## config.mk

```make
export PLATFORM = sky130hd
export DESIGN_NAME = hsv_to_rgb_converter
export DESIGN_NICKNAME = d
export VERILOG_FILES = /design/src/design/hsv2rgb_pkg.sv /design/src/design/hsv2rgb_hue_split.sv /design/src/design/hsv2rgb_terms.sv /design/src/design/hsv2rgb_select.sv /design/src/design/hsv_to_rgb_converter.sv
export SDC_FILE = /design/constraint.sdc
export NUM_CORES = 1
export LEC_CHECK = 0
export BUFFER_PORTS_ARGS = -buffer_cell sky130_fd_sc_hd__clkbuf_2
export CAP_MARGIN = 20
export CORE_MARGIN = 5
export CORE_UTILIZATION = 50
export CTS_CLUSTER_SIZE = 8
export DETAILED_ROUTE_END_ITERATION = 6
export GPL_TIMING_DRIVEN = 0
export PLACE_DENSITY = 0.78
export SLEW_MARGIN = 5
export SYNTH_ARGS = -nofsm -noshare
export SYNTH_HDL_FRONTEND = slang
export SYNTH_SLANG_ARGS = --single-unit
```

## constraint.sdc

```tcl
create_clock -name clk -period 4.9 [get_ports clk]
set_input_delay 0.735 -clock clk [delete_from_list [all_inputs] [get_ports clk]]
set_output_delay 0.735 -clock clk [all_outputs]
set_load 0.01 [all_outputs]
```

## src/design/hsv2rgb_pkg.sv

```systemverilog
`timescale 1ns / 1ps

package hsv2rgb_pkg;

  localparam int HueW      = 9;
  localparam int ChanW     = 8;
  localparam int SecW      = 4;
  localparam int RemW      = 6;
  localparam int SectorDeg = 60;
  localparam int FullScale = 255;
  localparam int TermShift = 8;
  localparam int MaxSector = ((1 << HueW) - 1) / SectorDeg;

  localparam logic [SecW-1:0] SEC_RED_UP     = 4'd0;
  localparam logic [SecW-1:0] SEC_GREEN_DOWN = 4'd1;
  localparam logic [SecW-1:0] SEC_GREEN_UP   = 4'd2;
  localparam logic [SecW-1:0] SEC_BLUE_DOWN  = 4'd3;
  localparam logic [SecW-1:0] SEC_BLUE_UP    = 4'd4;

  // after hue split
  typedef struct packed {
    logic             valid;
    logic             gray;
    logic [SecW-1:0]  sector;
    logic [ChanW-1:0] f;
    logic [ChanW-1:0] s;
    logic [ChanW-1:0] v;
  } split_t;

  // after the first product stage
  typedef struct packed {
    logic             valid;
    logic             gray;
    logic [SecW-1:0]  sector;
    logic [ChanW-1:0] v;
    logic [ChanW-1:0] p;
    logic [ChanW-1:0] qa;
    logic [ChanW-1:0] tb;
  } prod_t;

  // all terms ready
  typedef struct packed {
    logic             valid;
    logic             gray;
    logic [SecW-1:0]  sector;
    logic [ChanW-1:0] v;
    logic [ChanW-1:0] p;
    logic [ChanW-1:0] q;
    logic [ChanW-1:0] t;
  } term_t;

endpackage

```

## src/design/hsv2rgb_hue_split.sv

```systemverilog
`timescale 1ns / 1ps

module hsv2rgb_hue_split (
  input  logic                          clk,
  input  logic                          rst_n,
  input  logic                          req,
  input  logic [hsv2rgb_pkg::HueW-1:0]  hue,
  input  logic [hsv2rgb_pkg::ChanW-1:0] sat,
  input  logic [hsv2rgb_pkg::ChanW-1:0] val,
  output hsv2rgb_pkg::split_t           split
);

  logic [hsv2rgb_pkg::SecW-1:0]  sec_nxt;
  logic [hsv2rgb_pkg::HueW-1:0]  base;
  logic [hsv2rgb_pkg::RemW-1:0]  rem;
  logic [hsv2rgb_pkg::HueW:0]    rem17;
  hsv2rgb_pkg::split_t           split_r;

  // sector = hue / 60 by threshold compare
  always_comb begin
    sec_nxt = '0;
    base    = '0;
    for (int k = 1; k <= hsv2rgb_pkg::MaxSector; k++) begin
      if (hue >= hsv2rgb_pkg::HueW'(k * hsv2rgb_pkg::SectorDeg)) begin
        sec_nxt = hsv2rgb_pkg::SecW'(k);
        base    = hsv2rgb_pkg::HueW'(k * hsv2rgb_pkg::SectorDeg);
      end
    end
  end

  assign rem   = hsv2rgb_pkg::RemW'(hue - base);
  // rem * 255 / 60 == (rem * 17) >> 2
  assign rem17 = {rem, 4'b0000} + {4'b0000, rem};

  always_ff @(posedge clk) begin
    if (!rst_n) begin
      split_r.valid <= 1'b0;
    end else begin
      split_r.valid <= req;
    end
    split_r.gray   <= (sat == '0);
    split_r.sector <= sec_nxt;
    split_r.f      <= rem17[hsv2rgb_pkg::HueW:2];
    split_r.s      <= sat;
    split_r.v      <= val;
  end

  assign split = split_r;

endmodule

```

## src/design/hsv2rgb_terms.sv

```systemverilog
`timescale 1ns / 1ps

module hsv2rgb_terms (
  input  logic                clk,
  input  logic                rst_n,
  input  hsv2rgb_pkg::split_t split,
  output hsv2rgb_pkg::term_t  terms
);

  localparam int W = hsv2rgb_pkg::ChanW;
  localparam logic [W-1:0] Full = W'(hsv2rgb_pkg::FullScale);

  logic [2*W-1:0]     p_prod, sf_prod, sfn_prod, q_prod, t_prod;
  hsv2rgb_pkg::prod_t prod_r;
  hsv2rgb_pkg::term_t terms_r;

  // stage 2: p, s*f, s*(255-f)
  assign p_prod   = split.v * (Full - split.s);
  assign sf_prod  = split.s * split.f;
  assign sfn_prod = split.s * (Full - split.f);

  always_ff @(posedge clk) begin
    if (!rst_n) begin
      prod_r.valid <= 1'b0;
    end else begin
      prod_r.valid <= split.valid;
    end
    prod_r.gray   <= split.gray;
    prod_r.sector <= split.sector;
    prod_r.v      <= split.v;
    prod_r.p      <= p_prod[2*W-1:hsv2rgb_pkg::TermShift];
    prod_r.qa     <= Full - sf_prod[2*W-1:hsv2rgb_pkg::TermShift];
    prod_r.tb     <= Full - sfn_prod[2*W-1:hsv2rgb_pkg::TermShift];
  end

  // stage 3: q, t
  assign q_prod = prod_r.v * prod_r.qa;
  assign t_prod = prod_r.v * prod_r.tb;

  always_ff @(posedge clk) begin
    if (!rst_n) begin
      terms_r.valid <= 1'b0;
    end else begin
      terms_r.valid <= prod_r.valid;
    end
    terms_r.gray   <= prod_r.gray;
    terms_r.sector <= prod_r.sector;
    terms_r.v      <= prod_r.v;
    terms_r.p      <= prod_r.p;
    terms_r.q      <= q_prod[2*W-1:hsv2rgb_pkg::TermShift];
    terms_r.t      <= t_prod[2*W-1:hsv2rgb_pkg::TermShift];
  end

  assign terms = terms_r;

endmodule

```

## src/design/hsv2rgb_select.sv

```systemverilog
`timescale 1ns / 1ps

module hsv2rgb_select (
  input  logic                          clk,
  input  logic                          rst_n,
  input  hsv2rgb_pkg::term_t            terms,
  output logic                          valid,
  output logic [hsv2rgb_pkg::ChanW-1:0] red,
  output logic [hsv2rgb_pkg::ChanW-1:0] green,
  output logic [hsv2rgb_pkg::ChanW-1:0] blue
);

  logic                          valid_r;
  logic [hsv2rgb_pkg::ChanW-1:0] red_r, green_r, blue_r;
  logic [hsv2rgb_pkg::ChanW-1:0] red_nxt, green_nxt, blue_nxt;

  always_comb begin
    if (terms.gray) begin
      red_nxt   = terms.v;
      green_nxt = terms.v;
      blue_nxt  = terms.v;
    end else begin
      case (terms.sector)
        hsv2rgb_pkg::SEC_RED_UP: begin
          red_nxt = terms.v; green_nxt = terms.t; blue_nxt = terms.p;
        end
        hsv2rgb_pkg::SEC_GREEN_DOWN: begin
          red_nxt = terms.q; green_nxt = terms.v; blue_nxt = terms.p;
        end
        hsv2rgb_pkg::SEC_GREEN_UP: begin
          red_nxt = terms.p; green_nxt = terms.v; blue_nxt = terms.t;
        end
        hsv2rgb_pkg::SEC_BLUE_DOWN: begin
          red_nxt = terms.p; green_nxt = terms.q; blue_nxt = terms.v;
        end
        hsv2rgb_pkg::SEC_BLUE_UP: begin
          red_nxt = terms.t; green_nxt = terms.p; blue_nxt = terms.v;
        end
        default: begin
          red_nxt = terms.v; green_nxt = terms.p; blue_nxt = terms.q;
        end
      endcase
    end
  end

  always_ff @(posedge clk) begin
    if (!rst_n) begin
      valid_r <= 1'b0;
    end else begin
      valid_r <= terms.valid;
    end
  end

  always_ff @(posedge clk) begin
    red_r   <= red_nxt;
    green_r <= green_nxt;
    blue_r  <= blue_nxt;
  end

  assign valid = valid_r;
  assign red   = red_r;
  assign green = green_r;
  assign blue  = blue_r;

endmodule

```

## src/design/hsv_to_rgb_converter.sv

```systemverilog
`timescale 1ns / 1ps
// Throughput: one request per cycle; busy is always low, set by the
// four-stage pipeline (hue split, two product stages, channel select).
// Reset (synchronous, rst_n low) clears all stage valid bits; no output
// strobes until new requests reach the end. The receiver cannot stall.

module hsv_to_rgb_converter (
  input  logic                          clk,
  input  logic                          rst_n,
  input  logic                          start,
  output logic                          busy,
  input  logic [hsv2rgb_pkg::HueW-1:0]  in_hue,
  input  logic [hsv2rgb_pkg::ChanW-1:0] in_saturation,
  input  logic [hsv2rgb_pkg::ChanW-1:0] in_brightness_value,
  output logic                          out_valid,
  output logic [hsv2rgb_pkg::ChanW-1:0] out_red,
  output logic [hsv2rgb_pkg::ChanW-1:0] out_green,
  output logic [hsv2rgb_pkg::ChanW-1:0] out_blue
);

  hsv2rgb_pkg::split_t split;
  hsv2rgb_pkg::term_t  terms;

  assign busy = 1'b0;

  hsv2rgb_hue_split u_split (
    .clk   (clk),
    .rst_n (rst_n),
    .req   (start & ~busy),
    .hue   (in_hue),
    .sat   (in_saturation),
    .val   (in_brightness_value),
    .split (split)
  );

  hsv2rgb_terms u_terms (
    .clk   (clk),
    .rst_n (rst_n),
    .split (split),
    .terms (terms)
  );

  hsv2rgb_select u_select (
    .clk   (clk),
    .rst_n (rst_n),
    .terms (terms),
    .valid (out_valid),
    .red   (out_red),
    .green (out_green),
    .blue  (out_blue)
  );

endmodule

```

==> reports/results.md <==
| Result | Value | Unit |
|---|---|---|
| Most common cell in the netlist | sky130_fd_sc_hd__inv_1 | - |
| Post-route minimum period | 4710 | ps |
| # DRC | 0 | - |
| Cell row count | 61 | - |
| Global-route wire length before repair | 53.2 | mm |
| Die Span X | 177 | um |
| Fraction of layout cells with a size suffix above 1 | 0.0829 | - |
| Crit Reg-Reg Startpoint | u_split.split[12]$_DFF_P_ | - |
| Area inside the core boundary | 27600 | um^2 |
| Estimated wirelength of the detail-placed design | 24.9 | mm |
| Final hold violation count | 0 | - |
| Layout area overhead | 9.80 | % |
| Detailed-route vias per instance | 5.25 | - |
| Yosys warning total | 0 | - |
| Fraction of the yosys area taken by sequential cells | 0.189 | - |
| Internal reg-to-reg setup slack | 190 | ps |
| Total Routed Length | 31.2 | mm |
| Port bufs | 52 | - |
| Max-Slew Margin vs Limit | 0.453 | - |
| FF+latch count, synth | 131 | - |
| Top FF cell, synth | sky130_fd_sc_hd__dfxtp_1 | - |
| Effective utilization at floorplan | 0.502 | - |
| Final-report max-slew violation count | 0 | - |
| Gr usage total | 0.208 | - |
| Number of sinks driven by the clock tree | 131 | - |
| Outcome | finished clean | - |
| Top-area cell type share of the netlist area | 0.255 | - |
| Pin count of the biggest net entering global routing | 20 | - |
| Die height | 177 | um |
| Hold Path Cell Cnt | 0 | - |
| Endpoint arrival time on the critical path | 5050 | ps |
| Number of enable-type register cells in the synthesized netlist | 0 | - |
| Depth of the most critical reg-to-reg path | 16 | - |
| Number of global-route vias before repair | 11100 | - |
| Area of the die | 31200 | um^2 |
| Antenna violations before repair | 0 | - |
| Highest Clock Rate | 212 | MHz |
| TritonCTS clock tree | built | - |
| Post-Route Utilization | 0.552 | - |
| Cell accounting for the most synthesized area | sky130_fd_sc_hd__fa_1 | - |
| Layout Nets | 1967 | - |
| Actual slew at the worst max-slew pin | 818 | ps |
| Critical Path RT | 5230 | ps |
| Startpoint of the most critical hold path | u_terms.prod_r[20]$_DFF_P_ | - |
| Asr flop ratio synth | 0 | - |
| Synthesized area per cell | 9.12 | um^2 |
| H-tree levels | 4 | - |
| Placer Congestion | 0.922 | - |
| Endpoint of the lowest-slack register-to-register path | u_terms.prod_r[6]$_DFF_P_ | - |
| DRC marker count from the first detailed-route iteration | 624 | - |
| Max clock buf depth | 2 | - |
| Root cell of the clock tree | sky130_fd_sc_hd__clkbuf_16 | - |
| Synthesized netlist cell count | 1523 | - |
| Count of unique library cells instantiated by Yosys | 62 | - |
| Top cells by area in the synthesized netlist | sky130_fd_sc_hd__fa_1, sky130_fd_sc_hd__dfxtp_1, sky130_fd_sc_hd__ha_1 | - |
| Clk Latency, worst-skew pair | 440 | ps |
| Count of TritonRoute iterations in the first routing pass | 6 | - |
| Sink of the worst hold path | u_terms.terms[20]$_DFF_P_ | - |
| DR WL/cell | 15.7 | um |
| Kind of critical path | reg2reg | - |
| TritonCTS Buffers | 17 | - |
| Clock transition at the register clock pins on the worst setup and hold paths after CTS | 70 | ps |
| Reported max-cap violation count | 0 | - |
| Most numerous cell types in the synthesized netlist | sky130_fd_sc_hd__inv_1, sky130_fd_sc_hd__fa_1, sky130_fd_sc_hd__ha_1 | - |
| Post-Synthesis Cell Area | 13900 | um^2 |
| Startpoint kind of the worst setup timing path | flop | - |
| Unrepaired setup endpoints after global routing | yes | - |
| Share of the clock period used by the worst path after layout | 0.961 | - |
| Antenna cell count | 0 | - |
| Num ports | 54 | - |
| Element type at the critical path end | flop | - |
| Total grt overflow | 0 | - |
| Synthesized netlist net count | 1898 | - |
| Setup violation total in the final timing report | 0 | - |
| Worst hold path class | reg2reg | - |
| Total via count in the routed design | 10400 | - |
| Count of antenna-violating nets left after detailed routing | 0 | - |
| Maximum fanout count along the critical path | 10 | - |
| Clock Skew | 19.1 | ps |
| Postcts setup bufs | 0 | - |
-- flip-flops by register name, summed over array words and instances, names as in the netlist --
signal and count:
u_select.green 8, u_terms.prod_r 38, u_split.split 30, u_select.red 8
u_select.valid 1, u_terms.terms 38, u_select.blue 8
-- worst max path at each step --
stage                                    start  cells past startpoint                    endpoint  slack [ps]
finish               u_split.split[12]$_DFF_P_                     16   u_terms.prod_r[6]$_DFF_P_         190
global route         u_split.split[12]$_DFF_P_                     14  u_terms.prod_r[15]$_DFF_P_         -40
floorplan             u_split.split[9]$_DFF_P_                     16  u_terms.prod_r[15]$_DFF_P_         390
CTS                 u_terms.prod_r[28]$_DFF_P_                     15   u_terms.terms[13]$_DFF_P_          50
detailed placement    u_split.split[9]$_DFF_P_                     16  u_terms.prod_r[15]$_DFF_P_        -430
global placement      u_split.split[9]$_DFF_P_                     16  u_terms.prod_r[15]$_DFF_P_        -370
-- per-layer routing --
metal | wire (um) | vias up | GRT usage
li1 | - | 4994 | -
met2 | 15000 | 301 | 0.355
met5 | 0 | - | 0
met1 | 13700 | 5063 | 0.272
met3 | 1540 | 55 | 0.0325
met4 | 900 | 0 | 0.0703
-- what timing repair did --
action,4_1_cts,5_1_grt
gates resized for setup,5,38
hold buffers,0,0
pin swaps,0,1
endpoints found under the setup margin,14,16
-- critical path, stage by stage (launching register included) --
cell and delay, ps:
sky130_fd_sc_hd__dfxtp_1 430, sky130_fd_sc_hd__clkbuf_1 450, sky130_fd_sc_hd__nor2b_1 260, sky130_fd_sc_hd__fa_1 210, sky130_fd_sc_hd__inv_1 60, sky130_fd_sc_hd__fa_1 530
sky130_fd_sc_hd__inv_1 50, sky130_fd_sc_hd__fa_1 470, sky130_fd_sc_hd__inv_1 50, sky130_fd_sc_hd__fa_1 530, sky130_fd_sc_hd__inv_1 50, sky130_fd_sc_hd__ha_1 330
sky130_fd_sc_hd__o2111ai_1 120, sky130_fd_sc_hd__or4_4 510, sky130_fd_sc_hd__a21oi_2 220, sky130_fd_sc_hd__nor3_1 100, sky130_fd_sc_hd__a311oi_2 240
-- per-stage QoR --
stage          instances  TNS [ps]  setup WS (ps)  area [um^2]  hold slack [ps]
2_1_floorplan       1523         0            392        13900              310
3_3_place_gp        1953     -1480           -372        14600              313
3_5_place_dp        1953     -2370           -425        14600              313
4_1_cts             1983         0           49.6        15200              327
5_1_grt             1983     -54.1          -38.8        15200              323
6_report            1983         0            189        15200              323
-- layout by cell type, fill, tap and decap left out, types with 17 or more instances in the layout --
cell type and count:
sky130_fd_sc_hd__inv_1 261, sky130_fd_sc_hd__and2_1 101, sky130_fd_sc_hd__clkbuf_2 67, sky130_fd_sc_hd__nor2b_1 59
sky130_fd_sc_hd__nand2_1 139, sky130_fd_sc_hd__o21ai_0 46, sky130_fd_sc_hd__nand2b_1 79, sky130_fd_sc_hd__ha_1 170
sky130_fd_sc_hd__nor2_1 37, sky130_fd_sc_hd__dfxtp_1 127, sky130_fd_sc_hd__a21oi_1 44, sky130_fd_sc_hd__clkbuf_16 17
sky130_fd_sc_hd__fa_1 177, sky130_fd_sc_hd__xnor2_1 28, sky130_fd_sc_hd__clkbuf_1 25
-- layout make-up --
cell class,instances,area [um^2]
fill,2462,12400
sequential,131,2630
multi-input combinational,1074,10000
clock buffer,17,425
clock inverter,15,158
tap,378,473
buffer,55,272
inverter,261,980
timing repair buffer,52,260
-- cells by family after synthesis --
| group | after synthesis | synth area share |
|---|---|---|
| AOI/OAI and AO/OA | 209 | 0.102 |
| xor gates and xnor gates | 43 | 0.0271 |
| adders and majority gates | 350 | 0.411 |
| buffers and inverters | 318 | 0.0886 |
| DFF | 131 | 0.189 |
| other | 1 | 0.000270 |
| and+or+nand+nor | 471 | 0.183 |
Power is not shown: default switching activity piles up to over one toggle a cycle in this logic, so the estimate is an artifact.
